**config.mk**
```make
export PLATFORM = sky130hd
export DESIGN_NAME = door_lock_relay_timer_unit
export DESIGN_NICKNAME = d
export VERILOG_FILES = /design/src/hw/rtl/dlrt_pkg.sv /design/src/hw/rtl/dlrt_csr.sv /design/src/hw/rtl/dlrt_core.sv /design/src/hw/rtl/door_lock_relay_timer_unit.sv
export VERILOG_INCLUDE_DIRS = /design/src /design/src/hw/rtl
export SDC_FILE = /design/constraint.sdc
export NUM_CORES = 1
export LEC_CHECK = 0
export BUFFER_PORTS_ARGS = -buffer_cell sky130_fd_sc_hd__buf_2
export CORE_AREA = 8 8 156 158
export CTS_CLUSTER_DIAMETER = 40
export CTS_CLUSTER_SIZE = 28
export DETAILED_ROUTE_END_ITERATION = 8
export DIE_AREA = 0 0 164 166
export GPL_ROUTABILITY_DRIVEN = 1
export PLACE_DENSITY = 0.65
export SETUP_SLACK_MARGIN = 0.15
export SLEW_MARGIN = 0
export SYNTH_ARGS = -nofsm -noshare
export SYNTH_HDL_FRONTEND = slang
export SYNTH_SLANG_ARGS = --single-unit
```
**constraint.sdc**
```tcl
create_clock -name clock -period 8 [get_ports clock]
set_input_delay 0.4 -clock clock [delete_from_list [all_inputs] [get_ports clock]]
set_output_delay 0.4 -clock clock [all_outputs]
set_load 0.02 [all_outputs]
```
**src/hw/rtl/door_lock_relay_timer_unit_assert.svh**
```systemverilog
// ----------------------------------------------------------------------------
// Assertion macros for the door lock relay timer unit
// Implication checks sampled on clock, masked during reset.
// ----------------------------------------------------------------------------
`ifndef DOOR_LOCK_RELAY_TIMER_UNIT_ASSERT_SVH
`define DOOR_LOCK_RELAY_TIMER_UNIT_ASSERT_SVH

// same-cycle implication
`define DLRT_ASSERT_NOW(label, ante, cons) \
   label: assert property (@(posedge clock) disable iff (reset) (ante) |-> (cons)) \
      else $error("dlrt assertion failed");

// next-cycle implication
`define DLRT_ASSERT_NEXT(label, ante, cons) \
   label: assert property (@(posedge clock) disable iff (reset) (ante) |=> (cons)) \
      else $error("dlrt assertion failed");

`endif

```
**src/hw/rtl/dlrt_pkg.sv**
```systemverilog
// ----------------------------------------------------------------------------
// dlrt_pkg
// Shared types, register indexes and helpers of the door lock relay timer.
// ----------------------------------------------------------------------------
package dlrt_pkg;

   localparam int CntW = 16;
   localparam int CsrIdxW = 2;

   typedef logic [CntW-1:0] cnt_type;

   localparam logic [CsrIdxW-1:0] CSR_UNLOCK_TIME   = 2'd0;
   localparam logic [CsrIdxW-1:0] CSR_COOLDOWN_TIME = 2'd1;
   localparam logic [CsrIdxW-1:0] CSR_DOOR_WARNING  = 2'd2;
   localparam logic [CsrIdxW-1:0] CSR_BUZZER_PERIOD = 2'd3;

   localparam cnt_type UNLOCK_TIME_RST   = 16'd5000;
   localparam cnt_type COOLDOWN_TIME_RST = 16'd3000;
   localparam cnt_type DOOR_WARNING_RST  = 16'd20000;
   localparam cnt_type BUZZER_PERIOD_RST = 16'd500;
   localparam cnt_type CNT_MAX           = 16'hFFFF;

   typedef struct packed {
      cnt_type unlock_time;
      cnt_type cooldown_time;
      cnt_type door_warning;
      cnt_type buzzer_period;
   } cfg_type;

   typedef struct packed {
      logic unlock_granted;
      logic relay_energized;
      logic buzzer_on;
      logic cooling_down;
   } res_type;

   function automatic cnt_type sat_inc(input cnt_type v);
      return (v == CNT_MAX) ? v : v + 16'd1;
   endfunction

endpackage

```
**src/hw/rtl/dlrt_csr.sv**
```systemverilog
// ----------------------------------------------------------------------------
// dlrt_csr
// Configuration register file: four 16-bit timing registers.
// ----------------------------------------------------------------------------
module dlrt_csr (
   input  logic                         clock,
   input  logic                         reset,
   input  logic                         wr_en,
   input  logic [dlrt_pkg::CsrIdxW-1:0] wr_index,
   input  dlrt_pkg::cnt_type            wr_data,
   output dlrt_pkg::cfg_type            cfg
);
   import dlrt_pkg::*;

   cfg_type cfg_ff, cfg_in;

   always_comb begin
      cfg_in = cfg_ff;
      if (wr_en) begin
         case (wr_index)
            CSR_UNLOCK_TIME:   cfg_in.unlock_time   = wr_data;
            CSR_COOLDOWN_TIME: cfg_in.cooldown_time = wr_data;
            CSR_DOOR_WARNING:  cfg_in.door_warning  = wr_data;
            CSR_BUZZER_PERIOD: cfg_in.buzzer_period = wr_data;
            default:           cfg_in = cfg_ff;
         endcase
      end
   end

   always_ff @(posedge clock) begin
      if (reset) begin
         cfg_ff.unlock_time   <= UNLOCK_TIME_RST;
         cfg_ff.cooldown_time <= COOLDOWN_TIME_RST;
         cfg_ff.door_warning  <= DOOR_WARNING_RST;
         cfg_ff.buzzer_period <= BUZZER_PERIOD_RST;
      end else begin
         cfg_ff <= cfg_in;
      end
   end

   assign cfg = cfg_ff;

endmodule

```
**src/hw/rtl/dlrt_core.sv**
```systemverilog
// ----------------------------------------------------------------------------
// dlrt_core
// Lock, cooldown and buzzer state with the one-tick update logic.
// ----------------------------------------------------------------------------
module dlrt_core (
   input  logic                clock,
   input  logic                reset,
   input  logic                adv,
   input  logic                door,
   input  logic                req,
   input  dlrt_pkg::cfg_type   cfg,
   output dlrt_pkg::res_type   res
);
   import dlrt_pkg::*;
   `include "door_lock_relay_timer_unit_assert.svh"

   logic    lock_open_ff, lock_open_in;
   logic    in_cd_ff, in_cd_in;
   logic    seen_ff, seen_in;
   logic    buzzer_ff, buzzer_in;
   cnt_type unlock_el_ff, unlock_el_in;
   cnt_type cd_el_ff, cd_el_in;
   cnt_type open_el_ff, open_el_in;
   cnt_type tog_el_ff, tog_el_in;

   logic    grant, lo1, rel, cd1, buz1, tog;
   cnt_type ue, ce, oe, te, ue1;

   always_comb begin
      ue = sat_inc(unlock_el_ff);
      ce = sat_inc(cd_el_ff);
      oe = sat_inc(open_el_ff);
      te = sat_inc(tog_el_ff);

      grant = req && !lock_open_ff && !in_cd_ff;
      lo1   = lock_open_ff || grant;
      ue1   = grant ? '0 : ue;

      rel          = lo1 && ((ue1 >= cfg.unlock_time) || door);
      lock_open_in = lo1 && !rel;
      cd1          = in_cd_ff || rel;
      cd_el_in     = rel ? '0 : ce;
      in_cd_in     = cd1 && !(cd_el_in >= cfg.cooldown_time);
      unlock_el_in = ue1;

      seen_in    = door;
      open_el_in = (door && !seen_ff) ? '0 : oe;
      buz1       = door ? buzzer_ff : 1'b0;

      tog       = seen_in && (open_el_in >= cfg.door_warning) && (te >= cfg.buzzer_period);
      tog_el_in = tog ? '0 : te;
      buzzer_in = tog ? !buz1 : buz1;

      res.unlock_granted  = grant;
      res.relay_energized = lock_open_in;
      res.buzzer_on       = buzzer_in;
      res.cooling_down    = in_cd_in;
   end

   always_ff @(posedge clock) begin
      if (reset) begin
         lock_open_ff <= 1'b0;
         in_cd_ff     <= 1'b0;
         seen_ff      <= 1'b0;
         buzzer_ff    <= 1'b0;
         unlock_el_ff <= '0;
         cd_el_ff     <= '0;
         open_el_ff   <= '0;
         tog_el_ff    <= '0;
      end else if (adv) begin
         lock_open_ff <= lock_open_in;
         in_cd_ff     <= in_cd_in;
         seen_ff      <= seen_in;
         buzzer_ff    <= buzzer_in;
         unlock_el_ff <= unlock_el_in;
         cd_el_ff     <= cd_el_in;
         open_el_ff   <= open_el_in;
         tog_el_ff    <= tog_el_in;
      end
   end

   // open door always drops the relay
   `DLRT_ASSERT_NEXT(a_door_releases, adv && door, !lock_open_ff)
   // closed door silences the buzzer
   `DLRT_ASSERT_NEXT(a_closed_quiet, adv && !door, !buzzer_ff)
   // relay and cooldown are exclusive
   `DLRT_ASSERT_NOW(a_open_not_cool, lock_open_ff, !in_cd_ff)
   // state holds without a tick
   `DLRT_ASSERT_NEXT(a_hold_idle, !adv, $stable(unlock_el_ff) && $stable(tog_el_ff))

endmodule

```
**src/hw/rtl/door_lock_relay_timer_unit.sv**
```systemverilog
// ----------------------------------------------------------------------------
// door_lock_relay_timer_unit
// Door lock relay timer: one tick item in, one status item out.
// ----------------------------------------------------------------------------
// Path: an accepted item sits in the input register, its result in the result register.
// Throughput: 1 item per cycle while rsp_ is not stalled; state update is one combinational pass.
// Stall on rsp_ back-pressures req_ through the input register only.
// Reset: synchronous; state and timers clear, registers load defaults.
// csr_ writes are always ready and take effect on the next cycle.
module door_lock_relay_timer_unit (
   input  logic                         clock,
   input  logic                         reset,
   input  logic                         req_valid,
   output logic                         req_stall,
   input  logic                         req_door_open,
   input  logic                         req_unlock_request,
   output logic                         rsp_valid,
   input  logic                         rsp_stall,
   output logic                         rsp_unlock_granted,
   output logic                         rsp_relay_energized,
   output logic                         rsp_buzzer_on,
   output logic                         rsp_cooling_down,
   input  logic                         csr_valid,
   output logic                         csr_ready,
   input  logic [dlrt_pkg::CsrIdxW-1:0] csr_index,
   input  dlrt_pkg::cnt_type            csr_data
);
   import dlrt_pkg::*;

   cfg_type cfg;
   res_type res;

   logic    in_vld_ff, in_vld_in;
   logic    in_door_ff, in_req_ff;
   logic    out_vld_ff, out_vld_in;
   res_type out_ff;
   logic    out_load, adv, in_take;

   assign csr_ready = 1'b1;

   dlrt_csr u_csr (
      .clock    (clock),
      .reset    (reset),
      .wr_en    (csr_valid && csr_ready),
      .wr_index (csr_index),
      .wr_data  (csr_data),
      .cfg      (cfg)
   );

   dlrt_core u_core (
      .clock (clock),
      .reset (reset),
      .adv   (adv),
      .door  (in_door_ff),
      .req   (in_req_ff),
      .cfg   (cfg),
      .res   (res)
   );

   assign out_load  = !out_vld_ff || !rsp_stall;
   assign adv       = in_vld_ff && out_load;
   assign req_stall = in_vld_ff && !out_load;
   assign in_take   = req_valid && !req_stall;
   assign in_vld_in = in_take || (in_vld_ff && !adv);
   assign out_vld_in = out_load ? in_vld_ff : out_vld_ff;

   always_ff @(posedge clock) begin
      if (reset) begin
         in_vld_ff  <= 1'b0;
         out_vld_ff <= 1'b0;
      end else begin
         in_vld_ff  <= in_vld_in;
         out_vld_ff <= out_vld_in;
      end
   end

   always_ff @(posedge clock) begin
      if (in_take) begin
         in_door_ff <= req_door_open;
         in_req_ff  <= req_unlock_request;
      end
      if (adv) begin
         out_ff <= res;
      end
   end

   assign rsp_valid           = out_vld_ff;
   assign rsp_unlock_granted  = out_ff.unlock_granted;
   assign rsp_relay_energized = out_ff.relay_energized;
   assign rsp_buzzer_on       = out_ff.buzzer_on;
   assign rsp_cooling_down    = out_ff.cooling_down;

endmodule

```
-- Yosys cells after proc, flatten, opt, wreduce, memory -nomap -nowiden
Cells that the tools add are included.
- mux-type cells: 10
- reductions and logical operators: 33
- $lt $le $gt $ge: 4
- equality and inequality tests: 7
- $add $sub $neg: 4
- operator list (kind ; number):
    $mux W16 ; 8
    $add A16 B1 Y16 const B ; 4
    $eq A16 B16 Y1 const B ; 4
    $ge A16 B16 Y1 ; 4
    $logic_and A1 B1 Y1 ; 12
    $logic_not A1 Y1 ; 11
    $reduce_and A2 Y1 ; 4
    $logic_or A1 B1 Y1 ; 5
    $eq A2 B2 Y1 const B ; 2
    $eq A2 B1 Y1 const B ; 1
    $logic_not A2 Y1 ; 1
    $mux W1 ; 2
- input bits: 25
- output and inout port bits: 7
- register bits after elaboration: 140
- logic and storage cells: 78

-- Logic depth before layout (Yosys ltp)
- word-level depth: 11
- depth in mapped cells: 24
- depth with buffers taken out: 20

-- Cells and area by module
Synthesis repeated with hierarchy kept, for this count alone.
- cell total of the unflattened synthesis: 1078
- area total of the unflattened synthesis: 8919.8 um^2
- modules (own cells, without submodules) (module ; area an instance (um^2) ; sequential area each (um^2) ; cells an instance ; times used):
    dlrt_core ; 6089.6 ; 1361.3 ; 815 ; 1
    dlrt_csr ; 2552.4 ; 1281.2 ; 245 ; 1
    door_lock_relay_timer_unit ; 277.8 ; 220.2 ; 18 ; 1

-- Worst setup path before layout
Ideal clock, no wire load.
- path kind: reg-to-reg
- from: reg u_core.unlock_el_ff[3]
- to: reg u_core.in_cd_ff
- clock period less this slack: 4.572 ns
- required time: 7.914 ns
- slack: 3.428 ns
- setup time: 0.086 ns
- data arrival time: 4.486 ns
- cell stages (with the launch flop): 24
- buffers on the path: 5
- cells stage by stage: dfxtp_1 -> buf_4 -> and4_1 -> buf_4 -> and4_1 -> buf_6 -> a21boi_2 -> buf_4 -> nand2_1 -> xor2_1 -> nor2_1 -> ha_1 -> nand4_1 -> nor4_1 -> a21oi_1 -> a211oi_2 -> clkbuf_1 -> nor2_1 -> ha_1 -> a21o_1 -> a211o_1 -> a41oi_1 -> o21ai_0 -> a211oi_1
- cells in the longest elaborated chain, start to end: 10
- elaborated cells on any way between the ends: 12
- those cells by class: add/sub: 1; order compare: 2; eq/ne: 1; mux: 3; reduce/logical: 5
- ends and longest elaborated chain (item ; RTL line ; source):
    start: declaration ; dlrt_core.sv:21 ; cnt_type unlock_el_ff, unlock_el_in;
    start signal: assignment ; dlrt_core.sv:75 ; unlock_el_ff <= unlock_el_in;
    $add A16 B1 Y16 / $eq A16 B16 Y1 (equally long branches) ; dlrt_pkg.sv:38 ; return (v == CNT_MAX) ? v : v + 16'd1;
    $mux W16 * ; dlrt_pkg.sv:38 ;
    $mux W16 * ; dlrt_core.sv:37 ; ue1 = grant ? '0 : ue;
    via u_core.ue1[11] ; dlrt_core.sv:27 ; cnt_type ue, ce, oe, te, ue1;
    $ge A16 B16 Y1 * ; dlrt_core.sv:39 ; rel = lo1 && ((ue1 >= cfg.unlock_time) || door);
    $logic_or A1 B1 Y1 * ; dlrt_core.sv:39 ;
    $logic_and A1 B1 Y1 * ; dlrt_core.sv:39 ;
    $mux W16 * ; dlrt_core.sv:42 ; cd_el_in = rel ? '0 : ce;
    via u_core.cd_el_in[5] ; dlrt_core.sv:22 ; cnt_type cd_el_ff, cd_el_in;
    $ge A16 B16 Y1 * ; dlrt_core.sv:43 ; in_cd_in = cd1 && !(cd_el_in >= cfg.cooldown_time);
    $logic_not A1 Y1 * ; dlrt_core.sv:43 ;
    $logic_and A1 B1 Y1 * ; dlrt_core.sv:43 ;
    end signal: assignment ; dlrt_core.sv:72 ; in_cd_ff <= in_cd_in;
    end: declaration ; dlrt_core.sv:18 ; logic in_cd_ff, in_cd_in;
Mark *: on every way through the listed nets, which the timed path passes. The rest lies on a longest branch.
A chain may end at the register's enable or synchronous reset.

-- Worst setup path after layout
Ends and elaborated chain as after synthesis.

==> out/qor.txt <==
Critical Path RT: 8.34 ns
Initial Util: 0.389
Sw power: 0.000409 W
CP startpoint kind: flop
Mapped Area: 8590 sq um
Drt first-iter violations: 484
Critical path fanouts, max: 19
Async set or reset register ratio after synthesis: 0
Fillers: 2218
First-pass GRT wire length: 34400 microns
End of the worst hold path: in_door_ff$_DFFE_PP_
Crit-path max cell delay: 0.95 ns
Top delay family on crit path: compound AO/OA/AOI/OAI gates
Worst-case reg-to-reg path depth: 18
Core ar.: 22100 sq um
Clock transition at path regs: 0.06 ns
Slew headroom: 0.218
Internal: 0.00135 W
Final ANT Viol Nets: 0
Final GP Congestion: 0.816
Remaining global-route overflow: 0
Skew-Pair Late Insertion Delay: 0.43 ns
Sequential area share after synthesis: 0.333
Largest net degree at the start of global routing: 85
Status: completed
Syn Area/Cell: 7.57 sq um
Post-layout min period: 5.50 ns
Layout cells sized above 1: 0.0820
Kind of critical path: reg -> reg
CTS Buffer Depth: 2
Row Count: 55
RSZ-0062 raised after global routing: false
Hold Crit Start: req_door_open
Total negative slack: 0 ns
Num Clock Sinks: 140
Wire per inst: 14.6 microns
Routed wire length: 20900 microns
Hpwl dp: 14700 microns
Fin. Hold Viols: 0
Pwr per Cell Area: 183 nW/um^2
Yosys cell types: 65
IO Count: 32
Vias post-DR: 7823
Final setup vio count: 0
Leakage power: 3.75 nW
Sequential share of power: 0.416
DRT Pass-1 Iters: 5
Warnings from Yosys: 0
Clk root buf: clkbuf_16
CP max-delay cell: a211oi_2
Worst slew pin tran: 1.17 ns
Final period utilization: 0.688
#FFs+latches synth: 140
Cells after Synth: 1135
Max IR drop VDD: 158 uV
Critical path buffer and inverter count: 0
Die W: 164 microns
Area Growth Syn to Fin: 11.5%
Top_reg_cell synth: dfxtp_1
Clk network pwr share: 0.509
Clock Skews: 0.00974 ns
Final core occ: 0.434
Comb power frac: 0.075
Crit-path cells: and4_1 -> and4_1 -> a21boi_2 -> nand2_1 -> xor2_1 -> nor2_1 -> ha_1 -> nand4_1 -> nor4_1 -> a21oi_1 -> a211oi_2 -> nor2_1 -> ha_1 -> a21o_1 -> a211o_1 -> a41oi_1 -> o21ai_0 -> a211oi_1
CP endpoint kind: flop
Vias per cell: 5.47
CP arrival: 5.84 ns
CTS Buf Count: 17
PostCTS Resize Cnt: 0
Switch share: 0.233
Max Cap Violations: 0
Hold_buf cts: 0
CTS tree: built
# diodes: 0
Initial antenna violation count: 0
R2R Setup Slk: 2.50 ns
Nets: 1226
Hold Path Stages: 1
Gr usage total: 0.154
FMAX: 182 MHz
Die area: 27200 sq um
Synthesized Nets: 1228
Post-synth EDFFs: 6
Hold Crit Class: in -> reg
Post-route DRC violation count: 0
H-tree levels: 4
Number of global-route vias before repair: 7142
Post-CTS Setup Bufs: 0
Die height: 166 microns
Port bufs: 30
Reg2Reg Launch Point: u_core.unlock_el_ff[3]$_SDFFE_PP0P_
Worst R2R End: u_core.in_cd_ff$_SDFFE_PP0P_
Max-slew violation count: 0
[worst reg2reg max path, stage by stage, from the launching register on]
cell and delay, ns:
dfxtp_1 0.46, and4_1 0.36, and4_1 0.44, a21boi_2 0.22, nand2_1 0.17, xor2_1 0.15, nor2_1 0.06, ha_1 0.34
nand4_1 0.13, nor4_1 0.47, a21oi_1 0.19, a211oi_2 0.95, nor2_1 0.13, ha_1 0.33, a21o_1 0.18, a211o_1 0.28
a41oi_1 0.18, o21ai_0 0.14, a211oi_1 0.23
[power by group through the flow]
stage / logic, W / registers (W) / clock network [W]
6_report: 0.000131 / 0.000731 / 0.000894
5_1_grt: 0.000149 / 0.000733 / 0.000941
4_1_cts: 0.000131 / 0.000731 / 0.000910
3_3_place_gp: 0.000129 / 0.000746 / 0
3_5_place_dp: 0.000130 / 0.000746 / 0
2_1_floorplan: 0.0000887 / 0.000745 / 0
[cells by family after synthesis]
logic type | after synthesis | share of synthesized area
buffers and inverters | 135 | 0.0622
muxes | 8 | 0.00961
DFF | 140 | 0.333
xor gates and xnor gates | 43 | 0.0438
and+or+nand+nor | 480 | 0.269
adders and majority gates | 68 | 0.0990
other | 1 | 0.000436
AOI/OAI and AO/OA | 260 | 0.183
[layer usage]
metal	vias up	GRT usage	share of wire
li1	3960	-	-
met1	3686	0.207	0.48
met2	157	0.245	0.46
met3	20	0.0263	0.044
met4	0	0.0510	0.014
met5	-	0	0
[synthesized netlist by cell type, types with 3 or more instances]
master	count	share of area
nand2_1	192	0.084
dfxtp_1	134	0.31
a21oi_1	121	0.070
nor2_1	102	0.045
inv_1	78	0.034
ha_1	68	0.099
o21ai_0	48	0.028
clkbuf_1	45	0.020
nand3_1	38	0.022
xnor2_1	22	0.022
xor2_1	21	0.021
nand4_1	20	0.015
a31oi_1	19	0.014
nand3b_1	19	0.017
nor3_1	19	0.011
or3_1	17	0.012
a211o_1	15	0.015
nor4_1	15	0.011
and3_1	11	0.0080
o21a_1	11	0.0096
a211oi_1	10	0.0087
nand2b_1	8	0.0058
and4_1	7	0.0071
or4_1	7	0.0061
edfxtp_1	6	0.021
mux2i_1	6	0.0070
a22oi_1	5	0.0044
nor3b_1	5	0.0044
a21o_1	4	0.0035
buf_2	4	0.0023
buf_4	4	0.0035
or2_2	4	0.0029
a31o_2	3	0.0031
and2_1	3	0.0022
buf_1	3	0.0013
nor2b_1	3	0.0022
o211ai_1	3	0.0026
[area by class of cell]
| class | count | area (sq um) | area share |
|---|---|---|---|
| clock inverters | 11 | 188 | 0.0196 |
| well taps | 285 | 357 | 0.0372 |
| multi-input cells | 860 | 5200 | 0.543 |
| inverters | 78 | 293 | 0.0306 |
| repair buffers | 36 | 198 | 0.0206 |
| flip-flops and latches | 140 | 2860 | 0.299 |
| clock buffers | 21 | 480 | 0.0501 |
[sequential cells by signal, summed over array words and instances (netlist names)]
register             cells
rsp_buzzer_on            1
u_core.cd_el_ff         16
u_core.tog_el_ff        16
rsp_valid                1
u_csr.cfg               64
u_core.unlock_el_ff     16
rsp_cooling_down         1
rsp_unlock_granted       1
u_core.seen_ff           1
rsp_relay_energized      1
in_req_ff                1
u_core.lock_open_ff      1
in_vld_ff                1
u_core.buzzer_ff         1
u_core.open_el_ff       16
in_door_ff               1
u_core.in_cd_ff          1
[per-stage QoR]
step / worst slack (ns) / std cells / instance area, sq um / total power, W / hold slack, ns
6_report: 2.50 / 1431 / 9580 / 0.00176 / 0.154
5_1_grt: 1.97 / 1431 / 9580 / 0.00182 / 0.137
4_1_cts: 2.52 / 1431 / 9580 / 0.00177 / 0.135
3_5_place_dp: 2.52 / 1399 / 8910 / 0.000877 / 0.446
3_3_place_gp: 2.70 / 1399 / 8910 / 0.000875 / 0.444
2_1_floorplan: 3.43 / 1135 / 8590 / 0.000833 / 0.436
[placed cells by master, fill, tap and decap left out, types with 7 or more instances in the layout]
cell       Yosys  final
nand4_1       20     20
buf_2          4     29
and4_1         7      7
or4_1          7      7
buf_4          4      7
o21a_1        11     11
a211oi_1      10     10
nand2b_1       8      8
a211o_1       15     15
or3_1         17     17
xnor2_1       22     22
xor2_1        21     21
and3_1        11     11
a21oi_1      121    121
nor4_1        15     15
nand2_1      192    191
nand3_1       38     38
ha_1          68     68
inv_1         78     77
o21ai_0       48     48
nor2_1       102    102
clkbuf_16      0     17
dfxtp_1      134    134
nor3_1        19     19
nand3b_1      19     19
a31oi_1       19     19
[worst max path at each step]
stage / start / to / cells past startpoint
2_1_floorplan: u_core.unlock_el_ff[3]$_SDFFE_PP0P_ / u_core.in_cd_ff$_SDFFE_PP0P_ / 23
4_1_cts: u_core.unlock_el_ff[3]$_SDFFE_PP0P_ / u_core.in_cd_ff$_SDFFE_PP0P_ / 18
6_report: u_core.unlock_el_ff[3]$_SDFFE_PP0P_ / u_core.in_cd_ff$_SDFFE_PP0P_ / 18
3_3_place_gp: u_core.unlock_el_ff[3]$_SDFFE_PP0P_ / u_core.in_cd_ff$_SDFFE_PP0P_ / 18
5_1_grt: u_core.unlock_el_ff[3]$_SDFFE_PP0P_ / u_core.in_cd_ff$_SDFFE_PP0P_ / 18
3_5_place_dp: u_core.unlock_el_ff[3]$_SDFFE_PP0P_ / u_core.in_cd_ff$_SDFFE_PP0P_ / 18
(Power assumes the default switching activity.)
